===== src/rtl/tzs_pkg.sv =====
`timescale 1ns / 1ps
// ----------------------------------------------------------------------------
// tzs_pkg
// Shared types, codes, constants and the shade lookup of the torus shader.
// ----------------------------------------------------------------------------
package tzs_pkg;

    localparam int DEF_COLUMNS = 80;
    localparam int DEF_ROWS    = 22;

    localparam int APB_AW = 4;
    localparam int APB_DW = 32;

    localparam logic [3:0] BLANK_CODE   = 4'd12;
    localparam logic [3:0] SHADE_MAX    = 4'd11;
    localparam logic [6:0] CHAR_SPACE   = 7'd32;
    localparam logic [6:0] CHAR_NEWLINE = 7'd10;

    typedef enum logic [1:0] {
        ACT_CLEAR = 2'd0,
        ACT_PLOT  = 2'd1,
        ACT_READ  = 2'd2,
        ACT_NONE  = 2'd3
    } t_action;

    typedef enum logic [1:0] {
        REG_SIN_A = 2'd0,
        REG_COS_A = 2'd1,
        REG_SIN_B = 2'd2,
        REG_COS_B = 2'd3
    } t_reg_idx;

    typedef enum logic [3:0] {
        ST_CLEAR,
        ST_IDLE,
        ST_MUL1,
        ST_MUL2,
        ST_SUM,
        ST_DIV,
        ST_PMUL,
        ST_PSCALE,
        ST_COORD,
        ST_RD,
        ST_READ,
        ST_FINISH
    } t_state;

    typedef struct packed {
        logic capture;
        logic sweep;
        logic mul1;
        logic mul2;
        logic sum;
        logic div_first;
        logic div_step;
        logic sum2;
        logic pmul;
        logic pscale;
        logic coord;
        logic load_out;
    } t_cmd;

    typedef struct packed {
        logic sweep_last;
    } t_status;

    function automatic logic [6:0] f_shade_char(input logic [3:0] code);
        logic [6:0] c;
        case (code)
            4'd0:    c = 7'd46;  // .
            4'd1:    c = 7'd44;  // ,
            4'd2:    c = 7'd45;  // -
            4'd3:    c = 7'd126; // ~
            4'd4:    c = 7'd58;  // :
            4'd5:    c = 7'd59;  // ;
            4'd6:    c = 7'd61;  // =
            4'd7:    c = 7'd33;  // !
            4'd8:    c = 7'd42;  // *
            4'd9:    c = 7'd35;  // #
            4'd10:   c = 7'd36;  // $
            4'd11:   c = 7'd64;  // @
            default: c = CHAR_SPACE;
        endcase
        return c;
    endfunction

endpackage


===== src/rtl/tzs_regs.sv =====
`timescale 1ns / 1ps
// ----------------------------------------------------------------------------
// tzs_regs
// APB register file holding the rotation sines and cosines.
// ----------------------------------------------------------------------------
module tzs_regs (
    input  logic                        i_clk,
    input  logic                        i_rst_n,
    input  logic                        psel,
    input  logic                        penable,
    input  logic                        pwrite,
    input  logic [tzs_pkg::APB_AW-1:0]  paddr,
    input  logic [tzs_pkg::APB_DW-1:0]  pwdata,
    output logic [tzs_pkg::APB_DW-1:0]  prdata,
    output logic                        pready,
    output logic signed [15:0]          o_sin_a,
    output logic signed [15:0]          o_cos_a,
    output logic signed [15:0]          o_sin_b,
    output logic signed [15:0]          o_cos_b
);

    tzs_pkg::t_reg_idx w_idx;
    logic              w_wr;

    assign w_idx  = tzs_pkg::t_reg_idx'(paddr[3:2]);
    assign w_wr   = psel && penable && pwrite;
    assign pready = 1'b1;

    always_ff @(posedge i_clk) begin
        if (!i_rst_n) begin
            o_sin_a <= 16'sd0;
            o_cos_a <= 16'sd16384;
            o_sin_b <= 16'sd0;
            o_cos_b <= 16'sd16384;
        end else if (w_wr) begin
            case (w_idx)
                tzs_pkg::REG_SIN_A: o_sin_a <= pwdata[15:0];
                tzs_pkg::REG_COS_A: o_cos_a <= pwdata[15:0];
                tzs_pkg::REG_SIN_B: o_sin_b <= pwdata[15:0];
                tzs_pkg::REG_COS_B: o_cos_b <= pwdata[15:0];
                default: ;
            endcase
        end
    end

    always_comb begin
        case (w_idx)
            tzs_pkg::REG_SIN_A: prdata = {16'd0, o_sin_a};
            tzs_pkg::REG_COS_A: prdata = {16'd0, o_cos_a};
            tzs_pkg::REG_SIN_B: prdata = {16'd0, o_sin_b};
            tzs_pkg::REG_COS_B: prdata = {16'd0, o_cos_b};
            default:            prdata = '0;
        endcase
    end

endmodule


===== config.mk =====
export PLATFORM = sky130hd
export DESIGN_NAME = tzs_regs
export DESIGN_NICKNAME = d
export VERILOG_FILES = /design/src/rtl/tzs_pkg.sv /design/src/rtl/tzs_regs.sv
export SDC_FILE = /design/constraint.sdc
export NUM_CORES = 1
export LEC_CHECK = 0
export ABC_AREA = 1
export BUFFER_PORTS_ARGS = -buffer_cell sky130_fd_sc_hd__buf_4
export CAP_MARGIN = 30
export CELL_PAD_IN_SITES_DETAIL_PLACEMENT = 1
export CELL_PAD_IN_SITES_GLOBAL_PLACEMENT = 1
export CORE_UTILIZATION = 32
export DETAILED_ROUTE_END_ITERATION = 8
export PLACE_DENSITY_LB_ADDON = 0.1
export SYNTH_ARGS = -nofsm -noshare
export SYNTH_HDL_FRONTEND = slang
export SYNTH_SLANG_ARGS = --single-unit
export TNS_END_PERCENT = 1

===== constraint.sdc =====
create_clock -name i_clk -period 1.2 [get_ports i_clk]
set_clock_uncertainty 0.1 [all_clocks]
set_input_delay 0.18 -clock i_clk [delete_from_list [all_inputs] [get_ports i_clk]]
set_output_delay 0.18 -clock i_clk [all_outputs]
set_load 0.02 [all_outputs]

==> impl_metrics.py <==
metrics = {
    "sta": {
        "setup-violations-final": 17,
        "min_period_ps": 1290,
        "hold_viol": 0,
        "rsz0062_at_grt": "yes",
        "worst_slack_ps": -89.4,
        "drv_slew": 0,
        "finalCritPeriodShare_pct": 107,
        "tns_ps": -1130,
        "clock.fmax_ghz": 0.776,
    },
    "logic_synthesis": {
        "synth.avg_cell_area_um2": 6.63,
        "synth_top_area_cell": "dfxtp_1",
        "seq_area_frac_synth_pct": 40.3,
        "syn-cell-area_um2": 3180,
        "netlist_top_cells_area": "dfxtp_1, nand2_1, nor2_1",
        "synth-seq-cells": 64,
        "synth.distinct_cells": 16,
        "postSynthCellCount": 480,
        "yosysWarnings": 0,
        "synth_top_area_share_pct": 40.3,
    },
    "placed_design": {
        "preCtsSetupSlack_ps": -212,
        "gp_congestion": 0.731,
        "dpl.hpwl_mm": 7.46,
        "dp_cells": 719,
        "portBuffers": 102,
    },
    "grt": {
        "grt_pass1_wl_mm": 16.9,
        "grt_util_all_layers_pct": 21.6,
        "first_global_vias": 3275,
        "overflow": 0,
        "grt_max_degree": 65,
        "antenna_found_initial": 0,
    },
    "run": {
        "maxCapViolations": 0,
    },
    "floorplan": {
        "ios": 138,
        "std_cell_rows": 36,
        "fp.dieH_um": 102,
        "dieArea_um2": 10300,
        "core_um2": 9680,
        "die_w_um": 102,
        "start_util_pct": 32.8,
    },
    "outcome": {
        "status": "finished with violations",
        "violations": "negative setup slack",
    },
    "min_path": {
        "hold_end": "o_cos_a[1]",
        "hold_start": "pwdata[1]",
        "worstHoldPathCells": 5,
        "hold_path.class": "primary input to flip-flop",
    },
    "power_and_ir_drop": {
        "power.density_nw_per_um2": 1070,
        "combinationalPowerShare_pct": 16.5,
        "p_sw_mw": 1.43,
        "power_frac_seq_pct": 41.7,
        "p_leak_nw": 2.31,
        "p_int_mw": 3.89,
        "p_sw_share_pct": 26.8,
        "p_clk_share_pct": 41.8,
        "report.power.total_mw": 5.32,
        "peakVddDrop_uv": 743,
    },
    "clocking": {
        "cts_made_buffers": 9,
        "cts_htree_levels": 3,
        "clock-sinks": 64,
        "insertion_delay_ps": 330,
        "cts_tree": "built",
        "cts_buffer_depth": 2,
        "clk_pin_slew_worst_paths_ps": 80,
        "clockRootBuffer": "clkbuf_8",
    },
    "worst_setup_path": {
        "r2r_start": "o_sin_b[2]",
        "crit_fanout": 7,
        "slowest_stage": "nor2_4",
        "reg2reg_slack_ps": 390,
        "worstPathCellList": "buf_8 > nor2_4 > buf_6 > nand2_2 > nand4_1 > buf_4",
        "path_buf_inv": 3,
        "crit_family": "buffers and inverters",
        "cp.required_ps": 920,
        "cp_slowest_stage_delay_ps": 240,
        "crit_start": "paddr[3]",
        "worstPathArrival_ps": 1010,
        "timing.rr.end": "o_sin_b[2]",
        "r2r_cells": 3,
        "crit_type": "primary input to primary output",
        "start_kind": "primary input",
        "end_kind": "primary output",
    },
    "drt": {
        "drt_pre_antenna_iters": 4,
        "antenna_left": 0,
        "highest_layer": "met4",
        "drc": 0,
        "met1_length_mm": 5.10,
        "dr_wl_met2_mm": 5.86,
        "vias": 3548,
        "via_per_inst": 4.68,
        "drt-wirelength-per-cell_um": 15.3,
        "dr.first_iter.drc_count": 90,
        "wirelength_mm": 11.6,
        "wl_met3_um": 508,
    },
    "cells_and_area": {
        "diodes": 0,
        "fin_util_pct": 51.5,
        "final_cells": 758,
        "drive_gt1_share_pct": 41.8,
        "nets": 661,
        "syn_to_final_growth_pct": 56.7,
    },
}
[worst max-delay path by stage]
stage | endpoint | cells past startpoint
2_1_floorplan | prdata[0] | 4
3_3_place_gp | prdata[14] | 7
3_5_place_dp | prdata[9] | 7
4_1_cts | prdata[7] | 6
5_1_grt | prdata[2] | 7
6_report | prdata[2] | 6
[power groups by stage]
stage	Clock (mW)	Sequential, mW	Combinational, mW
floorplan	0	2.31	0.418
global placement	0	2.26	0.750
detailed placement	0	2.26	0.761
CTS	2.27	2.21	0.816
global route	2.35	2.22	0.949
finish	2.22	2.22	0.878
[timing repair]
item	4_1_cts	5_1_grt
resized for setup	84	43
setup endpoints to repair	17	28
buffers inserted	14	5
gates cloned	1	2
hold endpoints to repair	2	0
hold buffers	1	0
pin swaps	7	29
[placed cells by master (no fill, tap or decap), types with 2 or more instances in the layout]
master / netlist / layout
bufinv_16: 0 / 2
clkbuf_16: 0 / 2
clkinvlp_4: 0 / 2
nand2_2: 0 / 14
buf_12: 0 / 13
inv_1: 19 / 17
conb_1: 2 / 17
nand3_1: 64 / 64
nand2_1: 133 / 119
clkbuf_8: 0 / 12
buf_4: 21 / 109
nor2_1: 125 / 124
nor2_4: 5 / 8
dfxtp_1: 64 / 4
nand4_1: 16 / 16
o21ai_0: 2 / 2
buf_6: 9 / 34
dfxtp_2: 0 / 60
[through the flow]
| step | instance area (um^2) | hold WS (ps) |
|---|---|---|
| global route | 4980 | 120 |
| floorplan | 3240 | 206 |
| global placement | 4230 | 315 |
| detailed placement | 4230 | 325 |
| finish | 4980 | 102 |
| CTS | 4780 | 85.3 |
[sequential cells by signal, summed over array words and instances (netlist names)]
name,count
o_sin_b,16
o_cos_b,16
o_sin_a,16
o_cos_a,16
[area by class of cell]
| class | count | area, um^2 |
|---|---|---|
| Multi-Input combinational cell | 365 | 1600 |
| Sequential cell | 64 | 1360 |
| Timing Repair Buffer | 160 | 1540 |
| Inverter | 20 | 82.6 |
| Fill cell | 1268 | 4700 |
| Tap cell | 133 | 166 |
| Clock inverter | 4 | 75.1 |
| Clock buffer | 12 | 165 |
[cells by family (layout without fill, tap and decap cells)]
family	after synthesis	in the layout	share of synthesized area [%]
DFF	64	64	40.3
buffers and inverters	66	196	12.8
and+or+nand+nor	346	346	46.4
AOI/OAI and AO/OA	2	2	0.315
other	2	17	0.236
[cell usage after synthesis]
master,instances
nand2_1,133
nor2_1,125
dfxtp_1,64
nand3_1,64
buf_4,21
inv_1,19
nand4_1,16
buf_2,10
buf_6,9
buf_1,6
nor2_4,5
conb_1,2
nor2_2,2
o21ai_0,2
inv_2,1
nand3_4,1
[worst register-to-register path: cells and delay by family (launching register included)]
family | cells | cell delay (ps)
buffers and inverters | 1 | 120
AND/OR/NAND/NOR | 2 | 150
flip-flops | 1 | 340
[metal layers]
layer,track usage (%),vias to the layer above
met4,7.36,0
met5,0,-
li1,-,1746
met3,3.86,9
met1,28.1,1709
met2,36.0,84
Note: power is estimated with default switching activity, not from simulation.
