--- src/rtl/tzs_pkg.sv ---
`timescale 1ns / 1ps
// ----------------------------------------------------------------------------
// tzs_pkg
// Shared types, codes, constants and the shade lookup of the torus shader.
// ----------------------------------------------------------------------------
package tzs_pkg;

    localparam int DEF_COLUMNS = 80;
    localparam int DEF_ROWS    = 22;

    localparam int APB_AW = 4;
    localparam int APB_DW = 32;

    localparam logic [3:0] BLANK_CODE   = 4'd12;
    localparam logic [3:0] SHADE_MAX    = 4'd11;
    localparam logic [6:0] CHAR_SPACE   = 7'd32;
    localparam logic [6:0] CHAR_NEWLINE = 7'd10;

    typedef enum logic [1:0] {
        ACT_CLEAR = 2'd0,
        ACT_PLOT  = 2'd1,
        ACT_READ  = 2'd2,
        ACT_NONE  = 2'd3
    } t_action;

    typedef enum logic [1:0] {
        REG_SIN_A = 2'd0,
        REG_COS_A = 2'd1,
        REG_SIN_B = 2'd2,
        REG_COS_B = 2'd3
    } t_reg_idx;

    typedef enum logic [3:0] {
        ST_CLEAR,
        ST_IDLE,
        ST_MUL1,
        ST_MUL2,
        ST_SUM,
        ST_DIV,
        ST_PMUL,
        ST_PSCALE,
        ST_COORD,
        ST_RD,
        ST_READ,
        ST_FINISH
    } t_state;

    typedef struct packed {
        logic capture;
        logic sweep;
        logic mul1;
        logic mul2;
        logic sum;
        logic div_first;
        logic div_step;
        logic sum2;
        logic pmul;
        logic pscale;
        logic coord;
        logic load_out;
    } t_cmd;

    typedef struct packed {
        logic sweep_last;
    } t_status;

    function automatic logic [6:0] f_shade_char(input logic [3:0] code);
        logic [6:0] c;
        case (code)
            4'd0:    c = 7'd46;  // .
            4'd1:    c = 7'd44;  // ,
            4'd2:    c = 7'd45;  // -
            4'd3:    c = 7'd126; // ~
            4'd4:    c = 7'd58;  // :
            4'd5:    c = 7'd59;  // ;
            4'd6:    c = 7'd61;  // =
            4'd7:    c = 7'd33;  // !
            4'd8:    c = 7'd42;  // *
            4'd9:    c = 7'd35;  // #
            4'd10:   c = 7'd36;  // $
            4'd11:   c = 7'd64;  // @
            default: c = CHAR_SPACE;
        endcase
        return c;
    endfunction

endpackage

--- src/rtl/tzs_ctrl.sv ---
`timescale 1ns / 1ps
// ----------------------------------------------------------------------------
// tzs_ctrl
// Sequencer: steps the datapath through clear, plot and read items; other actions go straight to the result.
// ----------------------------------------------------------------------------
module tzs_ctrl (
    input  logic              i_clk,
    input  logic              i_rst_n,
    input  logic              i_valid,
    output logic              o_ready,
    input  logic [1:0]        i_action,
    output logic              o_valid,
    input  logic              i_ready,
    output tzs_pkg::t_cmd     o_cmd,
    input  tzs_pkg::t_status  i_status
);

    tzs_pkg::t_state r_state, n_state;
    logic [3:0]      r_div_cnt;
    logic            r_item;
    logic            w_accept;

    assign o_ready  = (r_state == tzs_pkg::ST_IDLE);
    assign w_accept = o_ready && i_valid;

    // next state
    always_comb begin
        n_state = r_state;
        case (r_state)
            tzs_pkg::ST_IDLE: begin
                if (i_valid) begin
                    case (tzs_pkg::t_action'(i_action))
                        tzs_pkg::ACT_CLEAR: n_state = tzs_pkg::ST_CLEAR;
                        tzs_pkg::ACT_PLOT:  n_state = tzs_pkg::ST_MUL1;
                        tzs_pkg::ACT_READ:  n_state = tzs_pkg::ST_READ;
                        default:            n_state = tzs_pkg::ST_FINISH;
                    endcase
                end
            end
            tzs_pkg::ST_CLEAR: begin
                if (i_status.sweep_last) begin
                    n_state = r_item ? tzs_pkg::ST_FINISH : tzs_pkg::ST_IDLE;
                end
            end
            tzs_pkg::ST_MUL1:   n_state = tzs_pkg::ST_MUL2;
            tzs_pkg::ST_MUL2:   n_state = tzs_pkg::ST_SUM;
            tzs_pkg::ST_SUM:    n_state = tzs_pkg::ST_DIV;
            tzs_pkg::ST_DIV: begin
                if (r_div_cnt == 4'd15) begin
                    n_state = tzs_pkg::ST_PMUL;
                end
            end
            tzs_pkg::ST_PMUL:   n_state = tzs_pkg::ST_PSCALE;
            tzs_pkg::ST_PSCALE: n_state = tzs_pkg::ST_COORD;
            tzs_pkg::ST_COORD:  n_state = tzs_pkg::ST_RD;
            tzs_pkg::ST_RD:     n_state = tzs_pkg::ST_FINISH;
            tzs_pkg::ST_READ:   n_state = tzs_pkg::ST_FINISH;
            tzs_pkg::ST_FINISH: begin
                if (!o_valid || i_ready) begin
                    n_state = tzs_pkg::ST_IDLE;
                end
            end
            default: n_state = tzs_pkg::ST_IDLE;
        endcase
    end

    // commands
    always_comb begin
        o_cmd = '0;
        case (r_state)
            tzs_pkg::ST_IDLE:   o_cmd.capture = i_valid;
            tzs_pkg::ST_CLEAR:  o_cmd.sweep = 1'b1;
            tzs_pkg::ST_MUL1:   o_cmd.mul1 = 1'b1;
            tzs_pkg::ST_MUL2:   o_cmd.mul2 = 1'b1;
            tzs_pkg::ST_SUM:    o_cmd.sum = 1'b1;
            tzs_pkg::ST_DIV: begin
                o_cmd.div_step  = 1'b1;
                o_cmd.div_first = (r_div_cnt == 4'd0);
                o_cmd.sum2      = (r_div_cnt == 4'd1);
            end
            tzs_pkg::ST_PMUL:   o_cmd.pmul = 1'b1;
            tzs_pkg::ST_PSCALE: o_cmd.pscale = 1'b1;
            tzs_pkg::ST_COORD:  o_cmd.coord = 1'b1;
            tzs_pkg::ST_FINISH: o_cmd.load_out = !o_valid || i_ready;
            default: ;
        endcase
    end

    always_ff @(posedge i_clk) begin
        if (!i_rst_n) begin
            r_state   <= tzs_pkg::ST_CLEAR;
            r_div_cnt <= 4'd0;
            r_item    <= 1'b0;
            o_valid   <= 1'b0;
        end else begin
            r_state   <= n_state;
            r_div_cnt <= (r_state == tzs_pkg::ST_DIV) ? r_div_cnt + 4'd1 : 4'd0;
            if (w_accept) begin
                r_item <= (tzs_pkg::t_action'(i_action) == tzs_pkg::ACT_CLEAR);
            end else if (r_state == tzs_pkg::ST_CLEAR && i_status.sweep_last) begin
                r_item <= 1'b0;
            end
            if (o_cmd.load_out) begin
                o_valid <= 1'b1;
            end else if (i_ready) begin
                o_valid <= 1'b0;
            end
        end
    end

endmodule

--- config.mk ---
export PLATFORM = sky130hd
export DESIGN_NAME = tzs_ctrl
export DESIGN_NICKNAME = d
export VERILOG_FILES = /design/src/rtl/tzs_pkg.sv /design/src/rtl/tzs_ctrl.sv
export SDC_FILE = /design/constraint.sdc
export NUM_CORES = 1
export LEC_CHECK = 0
export ABC_AREA = 1
export BUFFER_PORTS_ARGS = -buffer_cell sky130_fd_sc_hd__buf_2
export CAP_MARGIN = 20
export CORE_MARGIN = 2
export CORE_UTILIZATION = 43
export DETAILED_ROUTE_END_ITERATION = 8
export GPL_TIMING_DRIVEN = 0
export HOLD_SLACK_MARGIN = 0.03
export PLACE_DENSITY = 0.72
export SYNTH_ARGS = -nofsm -noshare
export SYNTH_HDL_FRONTEND = slang
export SYNTH_SLANG_ARGS = --single-unit
--- constraint.sdc ---
create_clock -name i_clk -period 1 [get_ports i_clk]
set_input_delay 0.2 -clock i_clk [delete_from_list [all_inputs] [get_ports i_clk]]
set_output_delay 0.2 -clock i_clk [all_outputs]
set_load 0.01 [all_outputs]
==> reports/results.tsv <==
stage	metric	value	unit
route	firstDrtPassIters	4	
run_status	status	finished, violations left	
placement	placed_area	837	µm²
global_route	grt_pass1_wl	3090	µm
route	wire_per_inst	14.8	µm
critical_path	crit_fanout	4	
layout	drive_above_1_share	0.613	
placement	hpwlAfterDp	1220	µm
synth	synth_area	658	µm²
placement	port_buffers	20	
clocking	insertion_delay	0.27	ns
floorplan	die_height	43.1	µm
critical_path	reg2reg_depth	10	
synth	syn_inst	102	
critical_path	endpoint	o_cmd[9]	
critical_path	crit_path_start_kind	register	
clocking	cts_made_buffers	3	
floorplan	pin_count	21	
critical_path	arrival	1.27	ns
route	drt.antenna.violating_nets	0	
global_route	grt_pass1_vias	770	
timing	whs	0.213	ns
layout	fin_nets	153	
synth	ys_seq_area_frac	0.304	
power	p_leak	0.575	nW
route	drt-total-wl	2340	µm
power	fin_total_pwr	2.13	mW
synth	synth.distinct_cells	19	
floorplan	die-area	1860	µm²
floorplan	rows	14	
clocking	ctsLongestPathBuffers	2	
power	p_clk_frac	0.175	
clocking	cts_sinks	10	
global_route	gr-usage-all-layers	0.226	
layout	fin_area	1210	µm²
timing	maxSlewViolCount	0	
power	p_int	1.25	mW
timing	finalHoldViolCount	0	
timing	worst_pin_slew	0.258	ns
power	switching_share	0.413	
timing	tns	-6.17	ns
layout	diodes	0	
run_status	violations	negative setup slack	
route	route.detailed.drc	0	
global_route	gr-total-overflow	0	
critical_path	r2r-start	r_state[2]	
critical_path	end_kind	output port	
global_route	antenna_found_initial	0	
critical_path	required	0.80	ns
power	ir_drop	1.20	mV
route	vias	840	
global_route	grt_max_degree	8	
layout	area_growth	84.6	%
route	drt-initial-drc-count	13	
floorplan	start_util	0.447	
synth	synth_nets	112	
power	switching_power	0.880	mW
run	drv_cap	0	
clocking	cts_tree	yes	
timing	relSlewSlack	0.826	
timing	fin_skew	0.000482	ns
timing	rsz0062_at_grt	true	
timing	period_share	1.47	
timing	fin_ws	-0.470	ns
power	pwr-share-seq	0.251	
power	pwr-share-comb	0.574	
clocking	cts-root-buf	clkbuf_4	
critical_path	critPathKind	register to output port	
timing	period_needed	1.47	ns
critical_path	startpoint	r_state[3]	
worst_hold_path	hp-class	input pin to register	
floorplan	core	1470	µm²
critical_path	timing.rr.end	r_state[1]	
timing	max_freq	0.680	GHz
timing	setup-violations-final	21	
clocking	h-tree-depth	1	
route	viasPerCell	5.32	
critical_path	ff2ff_setup_slack	-0.34	ns
clocking	path_clk_slew	0.07	ns
synth	yosysWarnings	0	
placement	gp_congestion	0.833	
floorplan	fp.dieW	43.1	µm
placement	dp_slack	-0.231	ns
power	p_per_area	1750	nW/µm²
synth	ys_seq_elements	10	
synth	avgSynthCellArea	6.45	µm²
[layer usage]
| metal | share of wire | track usage | up-vias |
|---|---|---|---|
| li1 | - | - | 401 |
| met1 | 0.34 | 0.240 | 396 |
| met2 | 0.58 | 0.409 | 31 |
| met3 | 0.038 | 0.0340 | 12 |
| met4 | 0.036 | 0.133 | 0 |
| met5 | 0 | 0 | - |
[state kept, by name, summed over array words and instances (netlist names)]
name / flops
o_valid: 1
r_div_cnt: 4
r_item: 1
r_state: 4
[cell type report]
type	instances	area, µm²
tap	16	20.0
timing repair buffer	36	300
clock buffer	4	36.3
buffer	1	11.3
multi-input combinational	74	553
fill	92	256
sequential	10	220
inverter	17	73.8
[synth_stat cells]
cell | count | area [µm²]
o21a_1 | 1 | 7.51
nand2_1 | 19 | 71.3
o21ai_0 | 1 | 5.00
ha_1 | 3 | 37.5
and3_1 | 2 | 12.5
nand2_2 | 6 | 37.5
nand3_1 | 9 | 45.0
inv_1 | 15 | 56.3
xnor2_1 | 1 | 8.76
dfxtp_1 | 10 | 200
nand2_4 | 2 | 22.5
a21oi_1 | 5 | 25.0
nor2_1 | 16 | 60.1
nor2_2 | 5 | 31.3
a31oi_1 | 1 | 6.26
or2_2 | 1 | 6.26
inv_2 | 2 | 7.51
buf_4 | 1 | 7.51
nor3_1 | 2 | 10.0
[how the worst min path moves through the flow]
stage / end / cells past startpoint / start / slack [ns]
2_1_floorplan: r_state[0] / 2 / i_rst_n / 0.32
3_3_place_gp: r_state[0] / 3 / i_rst_n / 0.46
3_5_place_dp: r_div_cnt[0] / 1 / r_div_cnt[0] / 0.47
4_1_cts: r_item / 3 / i_valid / 0.21
5_1_grt: r_state[0] / 3 / i_rst_n / 0.20
6_report: r_state[0] / 3 / i_rst_n / 0.21
[critical path, stage by stage, from the launching register on]
cell     delay [ns]
dfxtp_4        0.37
nor2_1         0.22
nand3_1        0.18
inv_1          0.10
buf_2          0.14
[placed cells by master (no fill, tap or decap), drive strengths merged]
| cell | count |
|---|---|
| buf | 37 |
| nand2 | 27 |
| nor3 | 2 |
| or2 | 1 |
| nand3 | 9 |
| o21a | 1 |
| a21oi | 5 |
| clkbuf | 4 |
| inv | 17 |
| o21ai | 1 |
| nor2 | 21 |
| and3 | 2 |
| xnor2 | 1 |
| ha | 3 |
| dfxtp | 10 |
| a31oi | 1 |
[cell families after synthesis]
family	Yosys count	synth area share
and+or+nand+nor	62	0.451
buffers and inverters	18	0.108
DFF	10	0.304
AOI/OAI and AO/OA	8	0.0665
adders and majority gates	3	0.0570
xor gates and xnor gates	1	0.0133
[power by group through the flow]
stage / logic, mW / registers [mW] / clock network (mW)
floorplan: 0.483 / 0.505 / 0
global placement: 0.618 / 0.513 / 0
detailed placement: 0.633 / 0.514 / 0
CTS: 0.999 / 0.508 / 0.372
global route: 1.29 / 0.540 / 0.413
finish: 1.22 / 0.534 / 0.373
[what timing repair did]
action / in CTS / in global routing
endpoints found under the hold margin: 0 / 0
resized for setup: 32 / 25
hold buffers: 0 / 0
endpoints found under the setup margin: 19 / 23
buffers inserted: 13 / 4
pin swaps: 13 / 12
cloned: 0 / 0
[metrics by stage]
stage                     instances  utilization
after floorplan                 102            -
after global placement          138        0.569
after detailed placement        138        0.569
after CTS                       155        0.743
after global routing            158        0.826
final                           158        0.826
No activity file was read; power rests on OpenSTA's default activity.
